$ cat src/rtl/assert_macros.svh
`ifndef ASSERT_MACROS_SVH
`define ASSERT_MACROS_SVH

// Check a property on every clock edge outside reset
`define DBPQ_CHECK(label, prop, msg) \
    label: assert property (@(posedge clk) disable iff (!rst_n) (prop)) else $error(msg);

// Check that a condition implies a consequence in the following cycle
`define DBPQ_NEXT(label, cond, cons, msg) \
    label: assert property (@(posedge clk) disable iff (!rst_n) (cond) |=> (cons)) \
        else $error(msg);

`endif

$ cat src/rtl/dbpq_pkg.sv
`timescale 1ns / 1ps

package dbpq_pkg;

    localparam logic [1:0] Q_NONE  = 2'd0;
    localparam logic [1:0] Q_SPLIT = 2'd1;
    localparam logic [1:0] Q_MERGE = 2'd2;
    localparam logic [1:0] Q_ALIAS = 2'd3;

    localparam int ID_W   = 12;
    localparam int EXT_W  = 13;
    localparam int CHG_W  = 2;
    localparam int IN_W   = 24;
    localparam int OUT_W  = 56;

    typedef struct packed {
        logic clear;
        logic accept;
        logic look;
        logic unlink;
        logic scan_rd;
        logic scan_chk;
        logic push_rd;
        logic push_wr;
        logic heads_rd;
        logic emit;
    } cmd_t;

    typedef struct packed {
        logic clear_last;
        logic valid_in;
        logic same;
        logic was_nz;
        logic new_nz;
        logic need_scan;
        logic scan_end;
        logic scan_hit;
        logic out_room;
    } stat_t;

endpackage

$ cat src/rtl/dbpq_ctrl.sv
`timescale 1ns / 1ps

module dbpq_ctrl
    import dbpq_pkg::*;
(
    input  logic  clk,
    input  logic  rst_n,
    input  logic  s_tvalid,
    input  stat_t st,
    output cmd_t  cmd,
    output logic  ready
);

    typedef enum logic [3:0] {
        S_CLEAR,
        S_IDLE,
        S_LOOK,
        S_UNLINK,
        S_SCAN_RD,
        S_SCAN_CHK,
        S_PUSH_RD,
        S_PUSH_WR,
        S_HEADS_RD,
        S_EMIT
    } state_t;

    state_t state_reg, state_next;
    logic   ready_reg;

    always_comb
    begin
        cmd        = '0;
        state_next = state_reg;
        case (state_reg)
            S_CLEAR:
            begin
                cmd.clear = 1'b1;
                if (st.clear_last)
                begin
                    state_next = S_IDLE;
                end
            end
            S_IDLE:
            begin
                if (s_tvalid)
                begin
                    cmd.accept = 1'b1;
                    state_next = st.valid_in ? S_LOOK : S_HEADS_RD;
                end
            end
            S_LOOK:
            begin
                cmd.look = 1'b1;
                if (st.same)
                begin
                    state_next = S_HEADS_RD;
                end
                else
                begin
                    state_next = st.was_nz ? S_UNLINK : S_PUSH_RD;
                end
            end
            S_UNLINK:
            begin
                cmd.unlink = 1'b1;
                state_next = st.need_scan ? S_SCAN_RD : S_PUSH_RD;
            end
            S_SCAN_RD:
            begin
                cmd.scan_rd = 1'b1;
                state_next  = st.scan_end ? S_PUSH_RD : S_SCAN_CHK;
            end
            S_SCAN_CHK:
            begin
                cmd.scan_chk = 1'b1;
                state_next   = st.scan_hit ? S_PUSH_RD : S_SCAN_RD;
            end
            S_PUSH_RD:
            begin
                cmd.push_rd = 1'b1;
                state_next  = st.new_nz ? S_PUSH_WR : S_HEADS_RD;
            end
            S_PUSH_WR:
            begin
                cmd.push_wr = 1'b1;
                state_next  = S_HEADS_RD;
            end
            S_HEADS_RD:
            begin
                cmd.heads_rd = 1'b1;
                state_next   = S_EMIT;
            end
            S_EMIT:
            begin
                if (st.out_room)
                begin
                    cmd.emit   = 1'b1;
                    state_next = S_IDLE;
                end
            end
            default:
            begin
                state_next = S_CLEAR;
            end
        endcase
    end

    always_ff @(posedge clk or negedge rst_n)
    begin
        if (!rst_n)
        begin
            state_reg <= S_CLEAR;
            ready_reg <= 1'b0;
        end
        else
        begin
            state_reg <= state_next;
            ready_reg <= (state_next == S_IDLE);
        end
    end

    assign ready = ready_reg;

endmodule

$ cat config.mk
export PLATFORM = sky130hd
export DESIGN_NAME = dbpq_ctrl
export DESIGN_NICKNAME = d
export VERILOG_FILES = /design/src/rtl/assert_macros.svh /design/src/rtl/dbpq_pkg.sv /design/src/rtl/dbpq_ctrl.sv
export SDC_FILE = /design/constraint.sdc
export NUM_CORES = 1
export LEC_CHECK = 0
export ABC_AREA = 1
export BUFFER_PORTS_ARGS = -buffer_cell sky130_fd_sc_hd__buf_2
export CAP_MARGIN = 25
export CORE_AREA = 3 3 40 42
export DETAILED_ROUTE_END_ITERATION = 6
export DIE_AREA = 0 0 43 45
export GPL_ROUTABILITY_DRIVEN = 0
export PLACE_DENSITY_LB_ADDON = 0.15
export SLEW_MARGIN = 20
export SYNTH_ARGS = -nofsm -noshare
export SYNTH_HDL_FRONTEND = slang
export SYNTH_SLANG_ARGS = --single-unit
$ cat constraint.sdc
create_clock -name clk -period 1.35 [get_ports clk]
set_input_delay 0.27 -clock clk [delete_from_list [all_inputs] [get_ports clk]]
set_output_delay 0.27 -clock clk [all_outputs]
set_load 0.005 [all_outputs]
==> impl_metrics.sql <==
INSERT INTO impl_metrics (metric_group, metric, value, unit) VALUES
('clock_tree', 'clk_pin_slew', '0.04', 'ns'),
('drt', 'drt_wl_total', '1470', 'um'),
('timing', 'worst_tran_pin_value', '0.193', 'ns'),
('timing', 'timing.final.ws_setup', '-0.0562', 'ns'),
('logic_synthesis', 'synth_seq_cells', '5', ''),
('pwr', 'power_per_cell_area', '2040', 'nW/um^2'),
('final_layout', 'syn_to_final_growth', '68.4', '%'),
('clock_tree', 'clockRootBuffer', 'sky130_fd_sc_hd__clkbuf_4', ''),
('drt', 'avgViaCountPerCell', '4.53', ''),
('placement', 'placement.io_buffers', '22', ''),
('drt', 'detailedRoute.firstPassIterationCount', '4', ''),
('worst_setup_path', 'crit_path_end_kind', 'output port', ''),
('final_layout', 'instances_no_fill', '139', ''),
('worst_setup_path', 'timing.critical_path.from_type', 'register', ''),
('logic_synthesis', 'yosys_warnings', '0', ''),
('logic_synthesis', 'synthCells', '85', ''),
('floorplan', 'design.die.area', '1940', 'sq um'),
('logic_synthesis', 'synthesis.area', '490', 'sq um'),
('global_routing', 'grt_pass1_vias', '576', ''),
('floorplan', 'coreArea', '1280', 'sq um'),
('timing', 'maxSlewHeadroom', '87.1', '%'),
('drt', 'met1_length', '611', 'um'),
('clock_tree', 'htreeDepth', '1', ''),
('global_routing', 'grt_first_pass_wirelength', '2290', 'um'),
('logic_synthesis', 'synth_seq_area_share', '25.5', '%'),
('clock_tree', 'tritoncts_buffers', '3', ''),
('worst_setup_path', 'timing.critical_path.arrival', '1.14', 'ns'),
('drt', 'dr_wl_met2', '800', 'um'),
('clock_tree', 'clock_latency', '0.24', 'ns'),
('placement', 'numPlacedInstances', '122', ''),
('worst_setup_path', 'path_class', 'reg2out', ''),
('placement', 'place.detailed.hpwl', '1000', 'um'),
('timing', 'timing.final.max_slew_violations', '0', ''),
('timing', 'skew', '0.000912', 'ns'),
('final_layout', 'antenna-diode-count', '0', ''),
('global_routing', 'groute.usage.overall', '16.0', '%'),
('placement', 'placed_area', '619', 'sq um'),
('run', 'timing.max_cap.violations', '0', ''),
('floorplan', 'pin_count', '23', ''),
('timing', 'finalCritPeriodShare', '104', '%'),
('drt', 'dr_total_vias', '630', ''),
('drt', 'highest-signal-layer', 'met3', ''),
('final_layout', 'final.fill_count', '130', ''),
('clock_tree', 'clock_tree.buffer_depth', '2', ''),
('floorplan', 'die_width', '43', 'um'),
('floorplan', 'fp.dieH', '45', 'um'),
('timing', 'final-setup-viol-count', '8', ''),
('floorplan', 'placement_rows', '13', ''),
('final_layout', 'layout.cell_area.non_filler', '826', 'sq um'),
('timing', 'final.setup.tns', '-0.234', 'ns'),
('timing', 'timing.final.hold_violations', '0', ''),
('timing', 'fmaxAchievable', '711', 'MHz'),
('timing', 'post-route-min-period', '1.41', 'ns'),
('final_layout', 'finish.net_count', '137', ''),
('drt', 'met3_length', '53', 'um'),
('drt', 'drtIter0Drc', '7', ''),
('pwr', 'worst_ir_drop_vdd', '1040', 'uV'),
('logic_synthesis', 'synth_nets', '97', ''),
('outcome', 'failed_checks', 'setup timing', ''),
('final_layout', 'largest_reg_flops', '4', ''),
('worst_setup_path', 'timing.critical_path.fanout_max', '4', ''),
('outcome', 'outcome', 'complete, but fails checks', ''),
('pwr', 'power.static_leakage', '0.518', 'nW'),
('worst_hold_path', 'path_type_of_the_worst_min_delay_path', 'in2reg', ''),
('global_routing', 'grt_max_degree', '6', ''),
('global_routing', 'number_of_antenna_violations_at_the_first_check_in_global_routing', '0', ''),
('worst_setup_path', 'r2r_setup_slack', '0.02', 'ns'),
('drt', 'drc', '0', ''),
('drt', 'route.antenna.remaining_nets', '0', ''),
('logic_synthesis', 'synth_cell_type_count', '14', ''),
('placement', 'place_worst_setup_slack', '0.0684', 'ns'),
('global_routing', 'grt_overflow_total', '0', ''),
('timing', 'setup_repair_after_global_routing_missed_its_margin', 'true', ''),
('logic_synthesis', 'synthesis.area_per_instance', '5.77', 'sq um'),
('floorplan', 'floorplan.initialDensity', '38.2', '%'),
('clock_tree', 'tritoncts_clock_tree', 'done', ''),
('final_layout', 'post_route_cells_drive_above_1_share', '54.0', '%'),
('final_layout', 'mostFrequentLayoutCell', 'sky130_fd_sc_hd__buf_2', ''),
('worst_setup_path', 'required', '1.08', 'ns'),
('clock_tree', 'clock_sinks', '5', ''),
('final_layout', 'layout_common_cells', '22 x sky130_fd_sc_hd__buf_2, 19 x sky130_fd_sc_hd__nand2_1, 16 x sky130_fd_sc_hd__inv_1', ''),
('drt', 'detail_route.wl_per_cell', '10.5', 'um');
## metrics by stage
step | hold WS (ns) | util (%) | power, mW
after floorplan | -0.0256 | - | 0.839
after global placement | 0.0872 | 48.2 | 1.05
after detailed placement | 0.0879 | 48.2 | 1.05
after CTS | 0.332 | 59.5 | 1.51
after global routing | 0.350 | 64.3 | 1.85
final | 0.345 | 64.3 | 1.69
## cell type report
class                   instances  area (sq um)  area share [%]
multi-input cells              60           355            43.0
repair buffers                 35           210            25.5
flip-flops and latches          5           130            15.8
inverters                      20          85.1            10.3
clock buffers                   4          26.3            3.18
well taps                      15          18.8            2.27
## kinds of logic (layout without fill, tap and decap cells)
kind of cell           Yosys count  count (layout)  share of synthesized area (%)
AOI/OAI and AO/OA                1               1                           1.02
buffers and inverters           20              59                           15.3
DFF                              5               5                           25.5
and+or+nand+nor                 59              59                           58.2
## final timing paths
kind | depth (start not counted) | start | to
max | 4 | state_reg[1]$_DFF_PN0_ | cmd[0]
min | 5 | st[1] | state_reg[1]$_DFF_PN0_
max reg2reg | 10 | state_reg[2]$_DFF_PN0_ | ready$_DFF_PN0_
min reg2reg | 4 | state_reg[3]$_DFF_PN0_ | state_reg[0]$_DFF_PN0_
max in group asynchronous | 2 | rst_n | state_reg[2]$_DFF_PN0_
min in group asynchronous | 2 | rst_n | ready$_DFF_PN0_
## synth_stat cells, drive strengths merged
cell type,count,area (sq um)
nor3,2,10.0
o21ai,1,5.00
nand3b,1,7.51
nor2,19,98.8
nand4,1,6.26
dfrtp,5,125
nand3,10,55.1
nand2,26,108
inv,20,75.1
## what timing repair did
item	4_1_cts	5_1_grt
buffers inserted	9	3
hold buffers	1	0
gates resized for setup	13	14
pin swaps	5	6
setup endpoints to repair	10	13
hold endpoints to repair	5	0
## power by group
part | switching [mW] | internal (mW) | total, mW
logic | 0.637 | 0.534 | 1.17
registers | 0.122 | 0.226 | 0.348
clock network | 0.0558 | 0.111 | 0.167
## layer usage
layer	up-vias	global-route usage, %
met4	0	9.04
met1	289	17.1
met2	12	29.3
met5	-	0
met3	0	3.19
li1	329	-
## critical path: stages (launching register included)
cell,delay [ns]
sky130_fd_sc_hd__dfrtp_2,0.44
sky130_fd_sc_hd__clkinv_4,0.10
sky130_fd_sc_hd__nand2_4,0.07
sky130_fd_sc_hd__nor3_2,0.16
sky130_fd_sc_hd__buf_2,0.13
(Power assumes the default switching activity.)
